`src/hdl/mlr_pkg.sv`:
```
// ----------------------------------------------------------------------------
// mlr_pkg
// shared constants, register codes and config type for the mixdown resampler
// ----------------------------------------------------------------------------
package mlr_pkg;

    localparam int DEF_MAX_CHANNELS  = 8;
    localparam int DEF_SAMPLE_BITS   = 24;
    localparam int DEF_FRACTION_BITS = 16;

    // fixed field and register widths
    localparam int NUM_CH_FIELDS  = 8;
    localparam int CH_COUNT_BITS  = 4;
    localparam int IN_RATE_BITS   = 19;
    localparam int OUT_RATE_BITS  = 16;
    localparam int POS_BITS       = 19;
    localparam int DIVISOR_BITS   = 16;
    localparam int LEAD_BITS      = 10;
    localparam int RESULT_CNT_BITS = 4;
    localparam int APB_ADDR_BITS  = 4;
    localparam int APB_DATA_BITS  = 32;
    localparam int REG_IDX_BITS   = 2;

    localparam logic [RESULT_CNT_BITS-1:0] MAX_RESULTS = 4'd12;

    // register index codes
    localparam logic [REG_IDX_BITS-1:0] REG_CHANNEL_COUNT = 2'd0;
    localparam logic [REG_IDX_BITS-1:0] REG_IN_RATE       = 2'd1;
    localparam logic [REG_IDX_BITS-1:0] REG_OUT_RATE      = 2'd2;

    // reset values and legal ranges
    localparam logic [CH_COUNT_BITS-1:0] CH_COUNT_RESET = 4'd1;
    localparam logic [IN_RATE_BITS-1:0]  IN_RATE_RESET  = 19'd16000;
    localparam logic [OUT_RATE_BITS-1:0] OUT_RATE_RESET = 16'd16000;
    localparam logic [IN_RATE_BITS-1:0]  IN_RATE_MIN    = 19'd8000;
    localparam logic [IN_RATE_BITS-1:0]  IN_RATE_MAX    = 19'd384000;
    localparam logic [OUT_RATE_BITS-1:0] OUT_RATE_MIN   = 16'd8000;
    localparam logic [OUT_RATE_BITS-1:0] OUT_RATE_MAX   = 16'd48000;

    localparam logic signed [LEAD_BITS-1:0] LEAD_FLOOR = -10'sd1;

    // clamped configuration as the datapath uses it
    typedef struct packed {
        logic [CH_COUNT_BITS-1:0] nch;
        logic [IN_RATE_BITS-1:0]  rin;
        logic [OUT_RATE_BITS-1:0] rout;
    } mlr_cfg_t;

endpackage

```
`src/hdl/mlr_stream_if.sv`:
```
// ----------------------------------------------------------------------------
// mlr stream interfaces
// frame request channel and result request channel, valid/ready handshake
// ----------------------------------------------------------------------------
interface mlr_frame_if
    import mlr_pkg::*;
#(
    parameter int SAMPLE_BITS = DEF_SAMPLE_BITS
);
    logic                          valid;
    logic                          ready;
    logic signed [SAMPLE_BITS-1:0] ch0_sample;
    logic signed [SAMPLE_BITS-1:0] ch1_sample;
    logic signed [SAMPLE_BITS-1:0] ch2_sample;
    logic signed [SAMPLE_BITS-1:0] ch3_sample;
    logic signed [SAMPLE_BITS-1:0] ch4_sample;
    logic signed [SAMPLE_BITS-1:0] ch5_sample;
    logic signed [SAMPLE_BITS-1:0] ch6_sample;
    logic signed [SAMPLE_BITS-1:0] ch7_sample;
    logic                          last_frame;

    modport source (
        output valid, ch0_sample, ch1_sample, ch2_sample, ch3_sample,
               ch4_sample, ch5_sample, ch6_sample, ch7_sample, last_frame,
        input  ready
    );

    modport sink (
        input  valid, ch0_sample, ch1_sample, ch2_sample, ch3_sample,
               ch4_sample, ch5_sample, ch6_sample, ch7_sample, last_frame,
        output ready
    );
endinterface

interface mlr_result_if
    import mlr_pkg::*;
#(
    parameter int SAMPLE_BITS = DEF_SAMPLE_BITS
);
    logic                          valid;
    logic                          ready;
    logic signed [SAMPLE_BITS-1:0] out_sample;
    logic                          last_in_run;
    logic                          stream_end;

    modport source (
        output valid, out_sample, last_in_run, stream_end,
        input  ready
    );

    modport sink (
        input  valid, out_sample, last_in_run, stream_end,
        output ready
    );
endinterface

```
`src/hdl/mlr_cfg_regs.sv`:
```
// ----------------------------------------------------------------------------
// mlr_cfg_regs
// apb register file: channel count and both rates, with clamped view
// ----------------------------------------------------------------------------
module mlr_cfg_regs
    import mlr_pkg::*;
#(
    parameter int MAX_CHANNELS = DEF_MAX_CHANNELS
)
(
    input  logic                     clk,
    input  logic                     rst_n,
    input  logic                     psel,
    input  logic                     penable,
    input  logic                     pwrite,
    input  logic [APB_ADDR_BITS-1:0] paddr,
    input  logic [APB_DATA_BITS-1:0] pwdata,
    output logic [APB_DATA_BITS-1:0] prdata,
    output logic                     pready,
    output mlr_cfg_t                 cfg
);

    localparam logic [CH_COUNT_BITS-1:0] NCH_MAX = CH_COUNT_BITS'(MAX_CHANNELS);

    logic [CH_COUNT_BITS-1:0] ch_count_reg;
    logic [IN_RATE_BITS-1:0]  in_rate_reg;
    logic [OUT_RATE_BITS-1:0] out_rate_reg;
    logic [REG_IDX_BITS-1:0]  reg_idx;
    logic                     wr_en;

    assign pready  = 1'b1;
    assign reg_idx = paddr[APB_ADDR_BITS-1:APB_ADDR_BITS-REG_IDX_BITS];
    assign wr_en   = psel && penable && pwrite;

    always_ff @(posedge clk or negedge rst_n)
    begin
        if (!rst_n)
        begin
            ch_count_reg <= CH_COUNT_RESET;
            in_rate_reg  <= IN_RATE_RESET;
            out_rate_reg <= OUT_RATE_RESET;
        end
        else if (wr_en)
        begin
            case (reg_idx)
                REG_CHANNEL_COUNT: ch_count_reg <= pwdata[CH_COUNT_BITS-1:0];
                REG_IN_RATE:       in_rate_reg  <= pwdata[IN_RATE_BITS-1:0];
                REG_OUT_RATE:      out_rate_reg <= pwdata[OUT_RATE_BITS-1:0];
                default:           ;
            endcase
        end
    end

    always_comb
    begin
        case (reg_idx)
            REG_CHANNEL_COUNT: prdata = APB_DATA_BITS'(ch_count_reg);
            REG_IN_RATE:       prdata = APB_DATA_BITS'(in_rate_reg);
            REG_OUT_RATE:      prdata = APB_DATA_BITS'(out_rate_reg);
            default:           prdata = '0;
        endcase
    end

    // saturate into the supported ranges
    always_comb
    begin
        if (ch_count_reg == '0)
            cfg.nch = CH_COUNT_BITS'(1);
        else if (ch_count_reg > NCH_MAX)
            cfg.nch = NCH_MAX;
        else
            cfg.nch = ch_count_reg;

        if (in_rate_reg < IN_RATE_MIN)
            cfg.rin = IN_RATE_MIN;
        else if (in_rate_reg > IN_RATE_MAX)
            cfg.rin = IN_RATE_MAX;
        else
            cfg.rin = in_rate_reg;

        if (out_rate_reg < OUT_RATE_MIN)
            cfg.rout = OUT_RATE_MIN;
        else if (out_rate_reg > OUT_RATE_MAX)
            cfg.rout = OUT_RATE_MAX;
        else
            cfg.rout = out_rate_reg;
    end

endmodule

```
`src/hdl/mlr_div.sv`:
```
// ----------------------------------------------------------------------------
// mlr_div
// shared restoring divider, one quotient bit per cycle, msb-first dividend
// ----------------------------------------------------------------------------
module mlr_div
    import mlr_pkg::*;
#(
    parameter int DW = 27,
    parameter int CW = 5
)
(
    input  logic                    clk,
    input  logic                    rst_n,
    input  logic                    start,
    input  logic [CW-1:0]           count,
    input  logic [DW-1:0]           dividend,
    input  logic [DIVISOR_BITS-1:0] divisor,
    input  logic [DIVISOR_BITS-1:0] rem_init,
    output logic                    done,
    output logic [DW-1:0]           quotient,
    output logic [DIVISOR_BITS-1:0] remainder
);

    logic                    busy_reg;
    logic                    done_reg;
    logic [CW-1:0]           cnt_reg;
    logic [DW-1:0]           shr_reg;
    logic [DW-1:0]           quo_reg;
    logic [DIVISOR_BITS-1:0] rem_reg;
    logic [DIVISOR_BITS-1:0] dvs_reg;
    logic [DIVISOR_BITS:0]   trial;
    logic                    fits;
    logic [DIVISOR_BITS-1:0] rem_next;

    // remainder stays below the divisor, so the trial fits one extra bit
    assign trial    = {rem_reg, shr_reg[DW-1]};
    assign fits     = trial >= {1'b0, dvs_reg};
    assign rem_next = fits ? DIVISOR_BITS'(trial - {1'b0, dvs_reg})
                           : DIVISOR_BITS'(trial);

    always_ff @(posedge clk or negedge rst_n)
    begin
        if (!rst_n)
        begin
            busy_reg <= 1'b0;
            done_reg <= 1'b0;
            cnt_reg  <= '0;
        end
        else if (start)
        begin
            busy_reg <= 1'b1;
            done_reg <= 1'b0;
            cnt_reg  <= count;
        end
        else if (busy_reg)
        begin
            cnt_reg <= cnt_reg - CW'(1);
            if (cnt_reg == CW'(1))
            begin
                busy_reg <= 1'b0;
                done_reg <= 1'b1;
            end
        end
        else
        begin
            done_reg <= 1'b0;
        end
    end

    always_ff @(posedge clk)
    begin
        if (start)
        begin
            shr_reg <= dividend;
            quo_reg <= '0;
            rem_reg <= rem_init;
            dvs_reg <= divisor;
        end
        else if (busy_reg)
        begin
            shr_reg <= shr_reg << 1;
            quo_reg <= {quo_reg[DW-2:0], fits};
            rem_reg <= rem_next;
        end
    end

    assign done      = done_reg;
    assign quotient  = quo_reg;
    assign remainder = rem_reg;

endmodule

```
`src/hdl/mlr_interp.sv`:
```
// ----------------------------------------------------------------------------
// mlr_interp
// two-stage linear interpolator: a + (b - a) * t, floored to sample width
// ----------------------------------------------------------------------------
module mlr_interp
    import mlr_pkg::*;
#(
    parameter int SAMPLE_BITS   = DEF_SAMPLE_BITS,
    parameter int FRACTION_BITS = DEF_FRACTION_BITS
)
(
    input  logic                          clk,
    input  logic                          rst_n,
    input  logic                          start,
    input  logic signed [SAMPLE_BITS-1:0] a,
    input  logic signed [SAMPLE_BITS-1:0] b,
    input  logic [FRACTION_BITS-1:0]      t,
    output logic                          done,
    output logic signed [SAMPLE_BITS-1:0] value
);

    localparam int PW = SAMPLE_BITS + FRACTION_BITS + 2;

    logic signed [SAMPLE_BITS:0]   diff;
    logic signed [FRACTION_BITS:0] t_s;
    logic signed [PW-1:0]          prod_next;
    logic signed [PW-1:0]          prod_reg;
    logic signed [SAMPLE_BITS-1:0] a_reg;
    logic signed [PW-1:0]          acc;
    logic signed [SAMPLE_BITS-1:0] value_reg;
    logic                          stage_reg;
    logic                          done_reg;

    assign diff      = (SAMPLE_BITS+1)'(b) - (SAMPLE_BITS+1)'(a);
    assign t_s       = $signed({1'b0, t});
    assign prod_next = PW'(diff) * PW'(t_s);

    // a*2^F + (b-a)*t, the arithmetic shift gives the floor
    assign acc = (PW'(a_reg) <<< FRACTION_BITS) + prod_reg;

    always_ff @(posedge clk or negedge rst_n)
    begin
        if (!rst_n)
        begin
            stage_reg <= 1'b0;
            done_reg  <= 1'b0;
        end
        else
        begin
            stage_reg <= start;
            done_reg  <= stage_reg;
        end
    end

    always_ff @(posedge clk)
    begin
        if (start)
        begin
            prod_reg <= prod_next;
            a_reg    <= a;
        end
        if (stage_reg)
            value_reg <= acc[FRACTION_BITS+SAMPLE_BITS-1:FRACTION_BITS];
    end

    assign done  = done_reg;
    assign value = value_reg;

endmodule

```
`src/hdl/mixdown_linear_resampler.sv`:
```
// ----------------------------------------------------------------------------
// mixdown_linear_resampler
// sequencing: each frame runs on the single bit-serial divider (mono average,
// then per result one position and one weight division, each one bit a
// cycle); a result taken without interpolation skips the interpolator, and a
// frame that hits twelve results skips the closing weight division
// throughput: one frame at a time, the frame channel is not ready while busy
// reset: rst_n is asynchronous, active low; clears sequencer, stream state
// and output valid, config registers return to 1 channel, 16000 / 16000 hz
// ----------------------------------------------------------------------------
module mixdown_linear_resampler
    import mlr_pkg::*;
#(
    parameter int MAX_CHANNELS  = DEF_MAX_CHANNELS,
    parameter int SAMPLE_BITS   = DEF_SAMPLE_BITS,
    parameter int FRACTION_BITS = DEF_FRACTION_BITS
)
(
    input  logic                     clk,
    input  logic                     rst_n,
    input  logic                     psel,
    input  logic                     penable,
    input  logic                     pwrite,
    input  logic [APB_ADDR_BITS-1:0] paddr,
    input  logic [APB_DATA_BITS-1:0] pwdata,
    output logic [APB_DATA_BITS-1:0] prdata,
    output logic                     pready,
    mlr_frame_if.sink                frame,
    mlr_result_if.source             result
);

    // sum of up to MAX_CHANNELS samples
    localparam int SW = SAMPLE_BITS + $clog2(MAX_CHANNELS);
    // divider word: wide enough for the sum, the position and the weight
    localparam int DW0 = (SW > POS_BITS) ? SW : POS_BITS;
    localparam int DW  = (DW0 > FRACTION_BITS) ? DW0 : FRACTION_BITS;
    localparam int CW  = $clog2(DW + 1);

    // sequencer codes
    localparam logic [3:0] S_IDLE        = 4'd0;
    localparam logic [3:0] S_MONO_GO     = 4'd1;
    localparam logic [3:0] S_MONO_WAIT   = 4'd2;
    localparam logic [3:0] S_POS_GO      = 4'd3;
    localparam logic [3:0] S_POS_WAIT    = 4'd4;
    localparam logic [3:0] S_T_GO        = 4'd5;
    localparam logic [3:0] S_T_WAIT      = 4'd6;
    localparam logic [3:0] S_DECIDE      = 4'd7;
    localparam logic [3:0] S_INTERP_WAIT = 4'd8;
    localparam logic [3:0] S_PUSH        = 4'd9;
    localparam logic [3:0] S_FLUSH       = 4'd10;

    mlr_cfg_t cfg;

    logic [3:0] state_reg;
    logic [3:0] state_next;

    // per-request working registers
    logic signed [SW-1:0]          sum_reg;
    logic                          last_reg;
    logic signed [SAMPLE_BITS-1:0] cur_reg;
    logic [FRACTION_BITS-1:0]      t_reg;
    logic signed [SAMPLE_BITS-1:0] val_reg;
    logic [RESULT_CNT_BITS-1:0]    n_reg;

    // stream state carried between frames
    logic signed [SAMPLE_BITS-1:0] prev_reg;
    logic                          have_prev_reg;
    logic [POS_BITS-1:0]           np_reg;
    logic signed [LEAD_BITS-1:0]   lead_reg;

    // one result held back until we know whether it closes the run
    logic                          pend_valid_reg;
    logic signed [SAMPLE_BITS-1:0] pend_reg;

    // output register, parts the result channel from the sequencer
    logic                          out_valid_reg;
    logic signed [SAMPLE_BITS-1:0] out_sample_reg;
    logic                          out_last_reg;
    logic                          out_end_reg;

    logic signed [SAMPLE_BITS-1:0] ch_arr [NUM_CH_FIELDS];
    logic signed [SW-1:0]          sum_comb;
    logic [SW-1:0]                 sum_mag;
    logic [SW-1:0]                 mono_mag;
    logic [SW-1:0]                 mono_val;

    logic                          accept;
    logic                          out_free;
    logic                          out_load;
    logic                          step_done;

    logic                          div_start;
    logic [CW-1:0]                 div_count;
    logic [DW-1:0]                 div_dividend;
    logic [DIVISOR_BITS-1:0]       div_divisor;
    logic [DIVISOR_BITS-1:0]       div_rem_init;
    logic                          div_done;
    logic [DW-1:0]                 div_quo;
    logic [DIVISOR_BITS-1:0]       div_rem;

    logic                          ip_start;
    logic                          ip_done;
    logic signed [SAMPLE_BITS-1:0] ip_value;
    logic signed [SAMPLE_BITS-1:0] ip_a;

    logic signed [LEAD_BITS-1:0]   lead_dec;
    logic                          emit_interp;
    logic                          emit_direct;

    // ------------------------------------------------------------------
    // configuration port
    // ------------------------------------------------------------------
    mlr_cfg_regs #(
        .MAX_CHANNELS (MAX_CHANNELS)
    ) u_mlr_cfg_regs (
        .clk     (clk),
        .rst_n   (rst_n),
        .psel    (psel),
        .penable (penable),
        .pwrite  (pwrite),
        .paddr   (paddr),
        .pwdata  (pwdata),
        .prdata  (prdata),
        .pready  (pready),
        .cfg     (cfg)
    );

    // ------------------------------------------------------------------
    // mixdown sum, only the active channels contribute
    // ------------------------------------------------------------------
    assign ch_arr[0] = frame.ch0_sample;
    assign ch_arr[1] = frame.ch1_sample;
    assign ch_arr[2] = frame.ch2_sample;
    assign ch_arr[3] = frame.ch3_sample;
    assign ch_arr[4] = frame.ch4_sample;
    assign ch_arr[5] = frame.ch5_sample;
    assign ch_arr[6] = frame.ch6_sample;
    assign ch_arr[7] = frame.ch7_sample;

    always_comb
    begin
        sum_comb = '0;
        for (int c = 0; c < NUM_CH_FIELDS; c++)
        begin
            if (c < int'(cfg.nch))
                sum_comb = sum_comb + SW'(ch_arr[c]);
        end
    end

    // magnitude for the divider, sign restored afterwards (truncate toward zero)
    assign sum_mag  = sum_reg[SW-1] ? SW'(-sum_reg) : SW'(sum_reg);
    assign mono_mag = div_quo[SW-1:0];
    assign mono_val = sum_reg[SW-1] ? SW'(~mono_mag + SW'(1)) : mono_mag;

    // ------------------------------------------------------------------
    // shared divider: mono average, position renormalize, weight
    // ------------------------------------------------------------------
    always_comb
    begin
        div_start    = 1'b0;
        div_count    = CW'(POS_BITS);
        div_dividend = DW'(np_reg) << (DW - POS_BITS);
        div_divisor  = cfg.rout;
        div_rem_init = '0;
        case (state_reg)
            S_MONO_GO:
            begin
                div_start    = 1'b1;
                div_count    = CW'(SW);
                div_dividend = DW'(sum_mag) << (DW - SW);
                div_divisor  = DIVISOR_BITS'(cfg.nch);
            end
            S_POS_GO:
            begin
                div_start = 1'b1;
            end
            S_T_GO:
            begin
                // remainder already below out_rate, shift in the fraction bits
                div_start    = 1'b1;
                div_count    = CW'(FRACTION_BITS);
                div_dividend = '0;
                div_rem_init = np_reg[DIVISOR_BITS-1:0];
            end
            default: ;
        endcase
    end

    mlr_div #(
        .DW (DW),
        .CW (CW)
    ) u_mlr_div (
        .clk       (clk),
        .rst_n     (rst_n),
        .start     (div_start),
        .count     (div_count),
        .dividend  (div_dividend),
        .divisor   (div_divisor),
        .rem_init  (div_rem_init),
        .done      (div_done),
        .quotient  (div_quo),
        .remainder (div_rem)
    );

    // ------------------------------------------------------------------
    // interpolator between the previous and the current mono sample
    // ------------------------------------------------------------------
    assign ip_a        = have_prev_reg ? prev_reg : '0;
    assign emit_interp = lead_reg < 0;
    assign emit_direct = (lead_reg == 0) && ((t_reg == '0) || last_reg);
    assign ip_start    = (state_reg == S_DECIDE) && emit_interp;

    mlr_interp #(
        .SAMPLE_BITS   (SAMPLE_BITS),
        .FRACTION_BITS (FRACTION_BITS)
    ) u_mlr_interp (
        .clk   (clk),
        .rst_n (rst_n),
        .start (ip_start),
        .a     (ip_a),
        .b     (cur_reg),
        .t     (t_reg),
        .done  (ip_done),
        .value (ip_value)
    );

    // ------------------------------------------------------------------
    // handshakes
    // ------------------------------------------------------------------
    assign frame.ready = (state_reg == S_IDLE);
    assign accept      = frame.valid && frame.ready;
    assign out_free    = !out_valid_reg || result.ready;

    // a held result moves out when a newer one arrives or the run closes
    assign out_load  = pend_valid_reg && out_free
                       && ((state_reg == S_PUSH) || (state_reg == S_FLUSH));
    // push or flush may proceed once the held slot can be vacated
    assign step_done = !pend_valid_reg || out_free;

    // lead drops by one per frame but never below one step behind
    assign lead_dec = (lead_reg - LEAD_BITS'(1) < LEAD_FLOOR) ? LEAD_FLOOR
                                                              : lead_reg - LEAD_BITS'(1);

    // ------------------------------------------------------------------
    // sequencer
    // ------------------------------------------------------------------
    always_comb
    begin
        state_next = state_reg;
        case (state_reg)
            S_IDLE:        if (accept) state_next = S_MONO_GO;
            S_MONO_GO:     state_next = S_MONO_WAIT;
            S_MONO_WAIT:   if (div_done) state_next = S_POS_GO;
            S_POS_GO:      state_next = S_POS_WAIT;
            S_POS_WAIT:
            begin
                if (div_done)
                    state_next = (n_reg == MAX_RESULTS) ? S_FLUSH : S_T_GO;
            end
            S_T_GO:        state_next = S_T_WAIT;
            S_T_WAIT:      if (div_done) state_next = S_DECIDE;
            S_DECIDE:
            begin
                if (emit_interp)
                    state_next = S_INTERP_WAIT;
                else if (emit_direct)
                    state_next = S_PUSH;
                else
                    state_next = S_FLUSH;
            end
            S_INTERP_WAIT: if (ip_done) state_next = S_PUSH;
            S_PUSH:        if (step_done) state_next = S_POS_GO;
            S_FLUSH:       if (step_done) state_next = S_IDLE;
            default:       state_next = S_IDLE;
        endcase
    end

    always_ff @(posedge clk or negedge rst_n)
    begin
        if (!rst_n)
        begin
            state_reg      <= S_IDLE;
            pend_valid_reg <= 1'b0;
            out_valid_reg  <= 1'b0;
            prev_reg       <= '0;
            have_prev_reg  <= 1'b0;
            np_reg         <= '0;
            lead_reg       <= '0;
            n_reg          <= '0;
        end
        else
        begin
            state_reg <= state_next;

            if (out_load)
                out_valid_reg <= 1'b1;
            else if (result.ready)
                out_valid_reg <= 1'b0;

            case (state_reg)
                S_IDLE:
                begin
                    if (accept)
                        n_reg <= '0;
                end
                S_POS_WAIT:
                begin
                    if (div_done)
                    begin
                        lead_reg <= lead_reg + $signed({1'b0, div_quo[LEAD_BITS-2:0]});
                        np_reg   <= POS_BITS'(div_rem);
                    end
                end
                S_PUSH:
                begin
                    if (step_done)
                    begin
                        pend_valid_reg <= 1'b1;
                        n_reg          <= n_reg + RESULT_CNT_BITS'(1);
                        np_reg         <= np_reg + POS_BITS'(cfg.rin);
                    end
                end
                S_FLUSH:
                begin
                    if (step_done)
                    begin
                        pend_valid_reg <= 1'b0;
                        if (last_reg)
                        begin
                            // stream closed, next frame starts a fresh one
                            prev_reg      <= '0;
                            have_prev_reg <= 1'b0;
                            np_reg        <= '0;
                            lead_reg      <= '0;
                        end
                        else
                        begin
                            prev_reg      <= cur_reg;
                            have_prev_reg <= 1'b1;
                            lead_reg      <= lead_dec;
                        end
                    end
                end
                default: ;
            endcase
        end
    end

    // payload registers
    always_ff @(posedge clk)
    begin
        if (accept)
        begin
            sum_reg  <= sum_comb;
            last_reg <= frame.last_frame;
        end
        if ((state_reg == S_MONO_WAIT) && div_done)
            cur_reg <= mono_val[SAMPLE_BITS-1:0];
        if ((state_reg == S_T_WAIT) && div_done)
            t_reg <= div_quo[FRACTION_BITS-1:0];
        if ((state_reg == S_DECIDE) && emit_direct)
            val_reg <= cur_reg;
        if ((state_reg == S_INTERP_WAIT) && ip_done)
            val_reg <= ip_value;
        if ((state_reg == S_PUSH) && step_done)
            pend_reg <= val_reg;
        if (out_load)
        begin
            out_sample_reg <= pend_reg;
            out_last_reg   <= (state_reg == S_FLUSH);
            out_end_reg    <= (state_reg == S_FLUSH) && last_reg;
        end
    end

    assign result.valid       = out_valid_reg;
    assign result.out_sample  = out_sample_reg;
    assign result.last_in_run = out_last_reg;
    assign result.stream_end  = out_end_reg;

endmodule

```
`src/flat_wrapper.sv`:
```
// flat-port wrapper written by rule: the top's interface ports become plain ports
module mixdown_linear_resampler_flat import mlr_pkg::*;
#(
    parameter int MAX_CHANNELS  = DEF_MAX_CHANNELS,
    parameter int SAMPLE_BITS   = DEF_SAMPLE_BITS,
    parameter int FRACTION_BITS = DEF_FRACTION_BITS
)
  (clk, rst_n, psel, penable, pwrite, paddr, pwdata, prdata, pready, frame_valid, frame_ch0_sample, frame_ch1_sample, frame_ch2_sample, frame_ch3_sample, frame_ch4_sample, frame_ch5_sample, frame_ch6_sample, frame_ch7_sample, frame_last_frame, frame_ready, result_valid, result_out_sample, result_last_in_run, result_stream_end, result_ready);
  mlr_frame_if #(.SAMPLE_BITS(SAMPLE_BITS)) frame_i ();
  mlr_result_if #(.SAMPLE_BITS(SAMPLE_BITS)) result_i ();
  input  logic clk;
  input  logic rst_n;
  input  logic psel;
  input  logic penable;
  input  logic pwrite;
  input  logic [APB_ADDR_BITS-1:0] paddr;
  input  logic [APB_DATA_BITS-1:0] pwdata;
  output logic [APB_DATA_BITS-1:0] prdata;
  output logic pready;
  input wire logic [$bits(frame_i.valid)-1:0] frame_valid;
  input wire logic [$bits(frame_i.ch0_sample)-1:0] frame_ch0_sample;
  input wire logic [$bits(frame_i.ch1_sample)-1:0] frame_ch1_sample;
  input wire logic [$bits(frame_i.ch2_sample)-1:0] frame_ch2_sample;
  input wire logic [$bits(frame_i.ch3_sample)-1:0] frame_ch3_sample;
  input wire logic [$bits(frame_i.ch4_sample)-1:0] frame_ch4_sample;
  input wire logic [$bits(frame_i.ch5_sample)-1:0] frame_ch5_sample;
  input wire logic [$bits(frame_i.ch6_sample)-1:0] frame_ch6_sample;
  input wire logic [$bits(frame_i.ch7_sample)-1:0] frame_ch7_sample;
  input wire logic [$bits(frame_i.last_frame)-1:0] frame_last_frame;
  output wire logic [$bits(frame_i.ready)-1:0] frame_ready;
  output wire logic [$bits(result_i.valid)-1:0] result_valid;
  output wire logic [$bits(result_i.out_sample)-1:0] result_out_sample;
  output wire logic [$bits(result_i.last_in_run)-1:0] result_last_in_run;
  output wire logic [$bits(result_i.stream_end)-1:0] result_stream_end;
  input wire logic [$bits(result_i.ready)-1:0] result_ready;
  assign frame_i.valid = frame_valid;
  assign frame_i.ch0_sample = frame_ch0_sample;
  assign frame_i.ch1_sample = frame_ch1_sample;
  assign frame_i.ch2_sample = frame_ch2_sample;
  assign frame_i.ch3_sample = frame_ch3_sample;
  assign frame_i.ch4_sample = frame_ch4_sample;
  assign frame_i.ch5_sample = frame_ch5_sample;
  assign frame_i.ch6_sample = frame_ch6_sample;
  assign frame_i.ch7_sample = frame_ch7_sample;
  assign frame_i.last_frame = frame_last_frame;
  assign frame_ready = frame_i.ready;
  assign result_valid = result_i.valid;
  assign result_out_sample = result_i.out_sample;
  assign result_last_in_run = result_i.last_in_run;
  assign result_stream_end = result_i.stream_end;
  assign result_i.ready = result_ready;
  mixdown_linear_resampler #(.MAX_CHANNELS(MAX_CHANNELS), .SAMPLE_BITS(SAMPLE_BITS), .FRACTION_BITS(FRACTION_BITS)) u_core (.clk(clk), .rst_n(rst_n), .psel(psel), .penable(penable), .pwrite(pwrite), .paddr(paddr), .pwdata(pwdata), .prdata(prdata), .pready(pready), .frame(frame_i), .result(result_i));
endmodule
```
`config.mk`:
```
export PLATFORM = sky130hd
export DESIGN_NAME = mixdown_linear_resampler_flat
export DESIGN_NICKNAME = d
export VERILOG_FILES = /design/src/hdl/mlr_pkg.sv /design/src/hdl/mlr_stream_if.sv /design/src/hdl/mlr_cfg_regs.sv /design/src/hdl/mlr_div.sv /design/src/hdl/mlr_interp.sv /design/src/hdl/mixdown_linear_resampler.sv /design/src/flat_wrapper.sv
export SDC_FILE = /design/constraint.sdc
export NUM_CORES = 2
export LEC_CHECK = 0
export BUFFER_PORTS_ARGS = -buffer_cell sky130_fd_sc_hd__buf_4
export CAP_MARGIN = 10
export CELL_PAD_IN_SITES_DETAIL_PLACEMENT = 1
export CELL_PAD_IN_SITES_GLOBAL_PLACEMENT = 1
export CORE_ASPECT_RATIO = 1.25
export CORE_MARGIN = 5
export CORE_UTILIZATION = 45
export CTS_BUF_LIST = sky130_fd_sc_hd__clkbuf_16
export CTS_CLUSTER_SIZE = 12
export DETAILED_ROUTE_END_ITERATION = 10
export PLACE_DENSITY_LB_ADDON = 0.1
export SYNTH_ARGS = -nofsm -noshare
export SYNTH_HDL_FRONTEND = slang
export SYNTH_SLANG_ARGS = --single-unit
export TNS_END_PERCENT = 10
```
`constraint.sdc`:
```
create_clock -name clk -period 28.2 [get_ports clk]
set_clock_uncertainty 0.15 [all_clocks]
set_input_delay 2.82 -clock clk [delete_from_list [all_inputs] [get_ports clk]]
set_output_delay 2.82 -clock clk [all_outputs]
set_load 0.01 [all_outputs]
```
### After elaboration in Yosys (flattened, before gate mapping)

Cells that the tools add are included.
Widths: inputs -> output; s select.

* multiply operators: 1
* $add $sub $neg: 17
* equality and inequality tests: 23
* muxes and demuxes: 69
* magnitude comparators: 16
* reductions and logical operators: 43
* bitwise operators: 1

Operators with widths (count)
* $mux 27: 11
* $add 27x24->27: 7
* $mux 24: 5
* $mux 19: 6
* $pmux 19 s3: 2
* $mux 16: 5
* $mux 4: 14
* $pmux 27 s2: 1
* $pmux 4 s11: 1
* $add 40x40->40: 1
* $mul 25x17->40: 1
* $mux 10: 4
* $logic_not 32->1: 1
* $neg 27->27: 1
* $sub 24x24->25: 1
* $add 24x1->24 const B: 1
* $not 24->24: 1
* $lt 10x1->1 const B: 2
* $pmux 10 s2: 1
* $add 19x19->19: 1
* $gt 19x19->1 const B: 1
* $lt 19x13->1 const B: 1
* $ge 17x16->1: 1
* $eq 4x3->1 const B: 4
* other kinds (40): 96

* logic and storage cells: 205
* register bits after elaboration: 425
* output and inout bits: 61
* input bits: 236

### Logic depth before layout (Yosys ltp)

* depth after elaboration: 19
* mapped depth: 64
* mapped depth without buffers: 63

### By module

Synthesis repeated with hierarchy kept, for this count alone.

* cells, all modules: 5272
* area total of the unflattened synthesis: 47478.0 sq um

Modules (own cells, without submodules)
* mixdown_linear_resampler: cells each 2605, sequential area each 5865.6 sq um, area each 21757.1 sq um, instances 1
* mlr_interp: cells each 2036, sequential area each 2212.1 sq um, area each 18789.3 sq um, instances 1
* mlr_div: cells each 404, sequential area each 2487.4 sq um, area each 4654.5 sq um, instances 1
* mlr_cfg_regs: cells each 227, sequential area each 992.2 sq um, area each 2277.2 sq um, instances 1

### Worst setup path after synthesis

No wires, ideal clock.

* path kind: input to register
* start point: in frame_ch0_sample[0]
* end point: reg u_core.sum_reg[26], data pin
* data required time: 27782 ps
* setup slack: 14440 ps
* stages on the path: 53
* data arrival time: 13342 ps
* buffers on the path: 1
* setup time: 268 ps
* cells stage by stage: clkbuf_1 ha_1 ha_1 a21o_1 nand2_1 or3b_2 xnor2_1 ha_1 nor2b_1 o31ai_1 a21oi_1 o21ai_0 a21oi_1 or3_1 a31o_2 ha_1 and3_1 a221o_1 [17 not listed] ha_1 and3_1 a211oi_1 xnor2_1 a22oi_1 nand4_1 ha_1 and2_1 and3_1 a211o_1 xor2_1 a221o_1 ha_1 inv_1 or4_1 nand4_1 xnor2_1 xnor3_1

* word-level cells in the longest chain between the ends: 15

RTL lines
* start, declared: line flat_wrapper.sv:21 `input wire logic [$bits(frame_i.ch0_sample)-1:0] frame_ch0_sample;`
* $mux 27 *: line mixdown_linear_resampler.sv:145 `if (c < int'(cfg.nch))`
* $add 27x24->27: line mixdown_linear_resampler.sv:146 `sum_comb = sum_comb + SW'(ch_arr[c]);`
* $mux 27 *: line mixdown_linear_resampler.sv:145
* $add 27x24->27: line mixdown_linear_resampler.sv:146
* $mux 27 *: line mixdown_linear_resampler.sv:145
* $add 27x24->27: line mixdown_linear_resampler.sv:146
* $mux 27 *: line mixdown_linear_resampler.sv:145
* $add 27x24->27: line mixdown_linear_resampler.sv:146
* $mux 27 *: line mixdown_linear_resampler.sv:145
* $add 27x24->27: line mixdown_linear_resampler.sv:146
* $mux 27 *: line mixdown_linear_resampler.sv:145
* $add 27x24->27: line mixdown_linear_resampler.sv:146
* $mux 27 *: line mixdown_linear_resampler.sv:145
* $add 27x24->27: line mixdown_linear_resampler.sv:146
* $mux 27 *: line mixdown_linear_resampler.sv:145
* net u_core.sum_comb[26]: line mixdown_linear_resampler.sv:82 `logic signed [SW-1:0] sum_comb;`
* end signal, assigned: line mixdown_linear_resampler.sv:354 `sum_reg <= sum_comb;`
* end, declared: line mixdown_linear_resampler.sv:58 `logic signed [SW-1:0] sum_reg;`

Mark *: on every way through the listed nets, which the timed path passes. The rest lies on a longest branch.
A chain may end at the register's enable or synchronous reset.

### Worst setup path after layout

* start point: in frame_ch1_sample[0]
* end point: reg u_core.sum_reg[26], data pin

* word-level cells in the longest chain between the ends: 14

RTL lines
* start, declared: line flat_wrapper.sv:22 `input wire logic [$bits(frame_i.ch1_sample)-1:0] frame_ch1_sample;`
* $add 27x24->27 *: line mixdown_linear_resampler.sv:146
* $mux 27 *: line mixdown_linear_resampler.sv:145
* $add 27x24->27: line mixdown_linear_resampler.sv:146
* $mux 27 *: line mixdown_linear_resampler.sv:145
* $add 27x24->27: line mixdown_linear_resampler.sv:146
* $mux 27 *: line mixdown_linear_resampler.sv:145
* $add 27x24->27: line mixdown_linear_resampler.sv:146
* $mux 27 *: line mixdown_linear_resampler.sv:145
* $add 27x24->27: line mixdown_linear_resampler.sv:146
* $mux 27 *: line mixdown_linear_resampler.sv:145
* $add 27x24->27: line mixdown_linear_resampler.sv:146
* $mux 27 *: line mixdown_linear_resampler.sv:145
* $add 27x24->27: line mixdown_linear_resampler.sv:146
* $mux 27 *: line mixdown_linear_resampler.sv:145
* net u_core.sum_comb[26]: line mixdown_linear_resampler.sv:82

Marks and branches as above.

==> results.tsv <==
metric	value	unit
status	completed	
clock latency on the worst-skew pair	560	ps
Resize count post-CTS	0	
Max VDD drop	0.106	mV
share of flip-flops with an asynchronous set or reset	27.4	%
grt ovf	0	
pwr/cell area	81.6	nW/um^2
area of the multi-input gates	30500	um^2
Syn-to-layout area delta	10.9	%
Die H	362	um
worst hold path type	flip-flop to flip-flop	
register area share after synthesis	25.7	%
Reg power frac	17.5	%
share of the synthesized area in the top cell type	18.3	%
share of layout cells above drive strength 1	11.6	%
clock share of power	12.7	%
first-pass iteration count of the detailed router	5	
total track usage	25.4	%
Finished Layout Cells	6379	
HP Start	u_core.pend_reg[19]	
CTS tree	yes	
startpoint types	input port	
Synth Warn #	0	
final-stage net count	6021	
cts bufs inserted	42	
port bufs	267	
Fmax	66.8	MHz
worst r2r path cells	61	
synthesized area	44700	um^2
WHS Endpoint	u_core.result.out_sample[19]	
Max-slew headroom	18.4	%
Arr. time, crit path	15110	ps
Total Wirelength	136000	um
Final Max Slew Viols	0	
Final TNS setup	0	ps
Post-synth EDFFs	273	
worst r2r src	u_core.u_mlr_cfg_regs.ch_count_reg[3]	
FF+latch area	11500	um^2
synthesis-stage register bit count	409	
Clock Sink Count	409	
GPL Wtd Cong	0.881	
Synth area leaders	edfxtp_1, fa_1, ha_1, dfrtp_1, inv_1	
DR vias/cell	5.62	
H-tree depth	2	
dpl cells	6281	
hold_ws	268	ps
nature of the critical path endpoint	flip-flop	
CP dominant cell by count	ha_1	
largest net degree at the start of global routing	51	
post-placement setup slack	12700	ps
initial antenna violation count	27	
vias	35900	
RSZ-0062 raised after global routing	no	
root buffer cell	clkbuf_16	
core occupancy in the finished layout	50.2	%
Reg clk slew, reported paths	60	ps
worst-margin pin slew	1220	ps
hold depth	0	
routed wire length per instance	21.4	um
crit path max fanout	5	
vias in the first global route	39300	
Switch Pwr	1.83	mW
die footprint	106000	um^2
Final setup viols	0	
library cells used by synthesis	89	
Cell Int Power	2.22	mW
R2R Setup Slk	14850	ps
Synth area leader	edfxtp_1	
layout filler cell count	11400	
Critical Path RT	28340	ps
post-route cell area	49600	um^2
static leakage	21.9	nW
Final Hold Vio Count	0	
end of the worst register-to-register path	u_core.sum_reg[26]	
Die Wd	292	um
post-CTS setup buffers	0	
Max-cap violations	0	
Starting DRT DRC Count	1686	
hold buffer count at CTS	0	
first-pass GRT wire length	214000	um
total power	4.05	mW
DP Area	48300	um^2
Post-Syn Instances	4809	
row count	129	
Worst Path Class, Setup	input port to flip-flop	
Clock Path Buffers	3	
Sw Ratio	45.3	%
slowest stage delay, CP	510	ps
Final Cycle Share	53.1	%
Worst Slack Setup Final	13230	ps
Slowest cell on crit path	o41ai_1	
Comb pwr share	69.7	%
Final min period	14970	ps
Post-DRT Antenna Nets	0	
Core Area	98800	um^2
Avg Inst Size Synth	9.30	um^2
Starting Density	45.3	%
post-DP HPWL	107000	um
residual DRC count	0	
Synth Flop Type	edfxtp_1	
# IOs	297	
-- cell usage after synthesis, types with 35 or more instances --
cell type / instances
ha_1: 382
or3_1: 35
o21bai_1: 36
and2_1: 198
o21ai_0: 214
clkbuf_1: 170
fa_1: 388
nand2b_1: 49
xor2_1: 105
nand2_1: 507
nor2b_1: 60
a31oi_1: 48
nand3_1: 49
a22o_1: 50
a21o_1: 99
o21a_1: 72
nor2_1: 299
nor3_1: 70
xnor2_1: 190
a211oi_1: 37
edfxtp_1: 273
dfrtp_1: 99
a21oi_1: 222
mux2i_1: 57
mux2_2: 111
inv_1: 563
-- cells in the final DEF, fill, tap and decap left out, drive strengths merged, types with 60 or more instances in the layout --
cell	n
a21o	100
a21oi	222
and2	198
buf	344
dfrtp	99
edfxtp	273
fa	388
ha	382
inv	586
mux2	112
nand2	507
nor2	299
nor2b	60
nor3	70
o21a	72
o21ai	216
xnor2	190
xor2	105
-- critical path: cells and delay by family --
kind	cells	cell delay [ps]
adder cells (fa/ha/maj)	8	2330
XOR/XNOR	8	1310
multiplexers	2	710
AO/OA/AOI/OAI	24	5280
buffers and inverters	3	290
AND/OR/NAND/NOR	17	2360
-- kinds of logic after synthesis --
kind of cell               Yosys count  share of synthesized area, %
and+or+nand+nor                   1397                          14.9
AOI/OAI and AO/OA                 1003                          14.8
adders and majority gates          772                          28.1
buffers and inverters              760                          6.50
DFF                                409                          25.7
xor gates and xnor gates           297                          5.88
muxes                              169                          4.10
other                                2                        0.0168
-- area by class of cell --
type,count,area share [%]
timing repair buffer,344,5.20
multi-input combinational,3652,61.4
tap,1310,3.30
clock buffer,43,2.17
antenna,20,0.101
clock inverter,35,0.328
inverter,566,4.28
sequential,409,23.2
-- layer usage --
metal  GRT usage, %  wire (um)  up-vias
met5              0         62        -
met3           2.69       4450      257
met1           29.4      53900    18100
li1               -          -    16800
met4           10.2       5990       10
met2           47.7      71800      676
-- how the worst max path moves through the flow --
stage | from | endpoint | slack, ps | cells past startpoint
after floorplan | frame_ch0_sample[0] | u_core.sum_reg[26] | 14440 | 53
after global placement | frame_ch1_sample[0] | u_core.sum_reg[26] | 12900 | 62
after detailed placement | frame_ch1_sample[0] | u_core.sum_reg[26] | 12700 | 62
after CTS | frame_ch1_sample[0] | u_core.sum_reg[26] | 13240 | 62
after global routing | frame_ch1_sample[0] | u_core.sum_reg[26] | 12000 | 62
final | frame_ch1_sample[0] | u_core.sum_reg[26] | 13230 | 62
-- power groups by stage --
stage | sequential (mW) | combinational, mW | clock, mW
after CTS | 0.710 | 2.84 | 0.529
after floorplan | 0.711 | 2.19 | 0
after global routing | 0.711 | 3.15 | 0.555
final | 0.710 | 2.82 | 0.515
after global placement | 0.721 | 2.75 | 0
after detailed placement | 0.722 | 2.81 | 0
(Power assumes the default switching activity.)
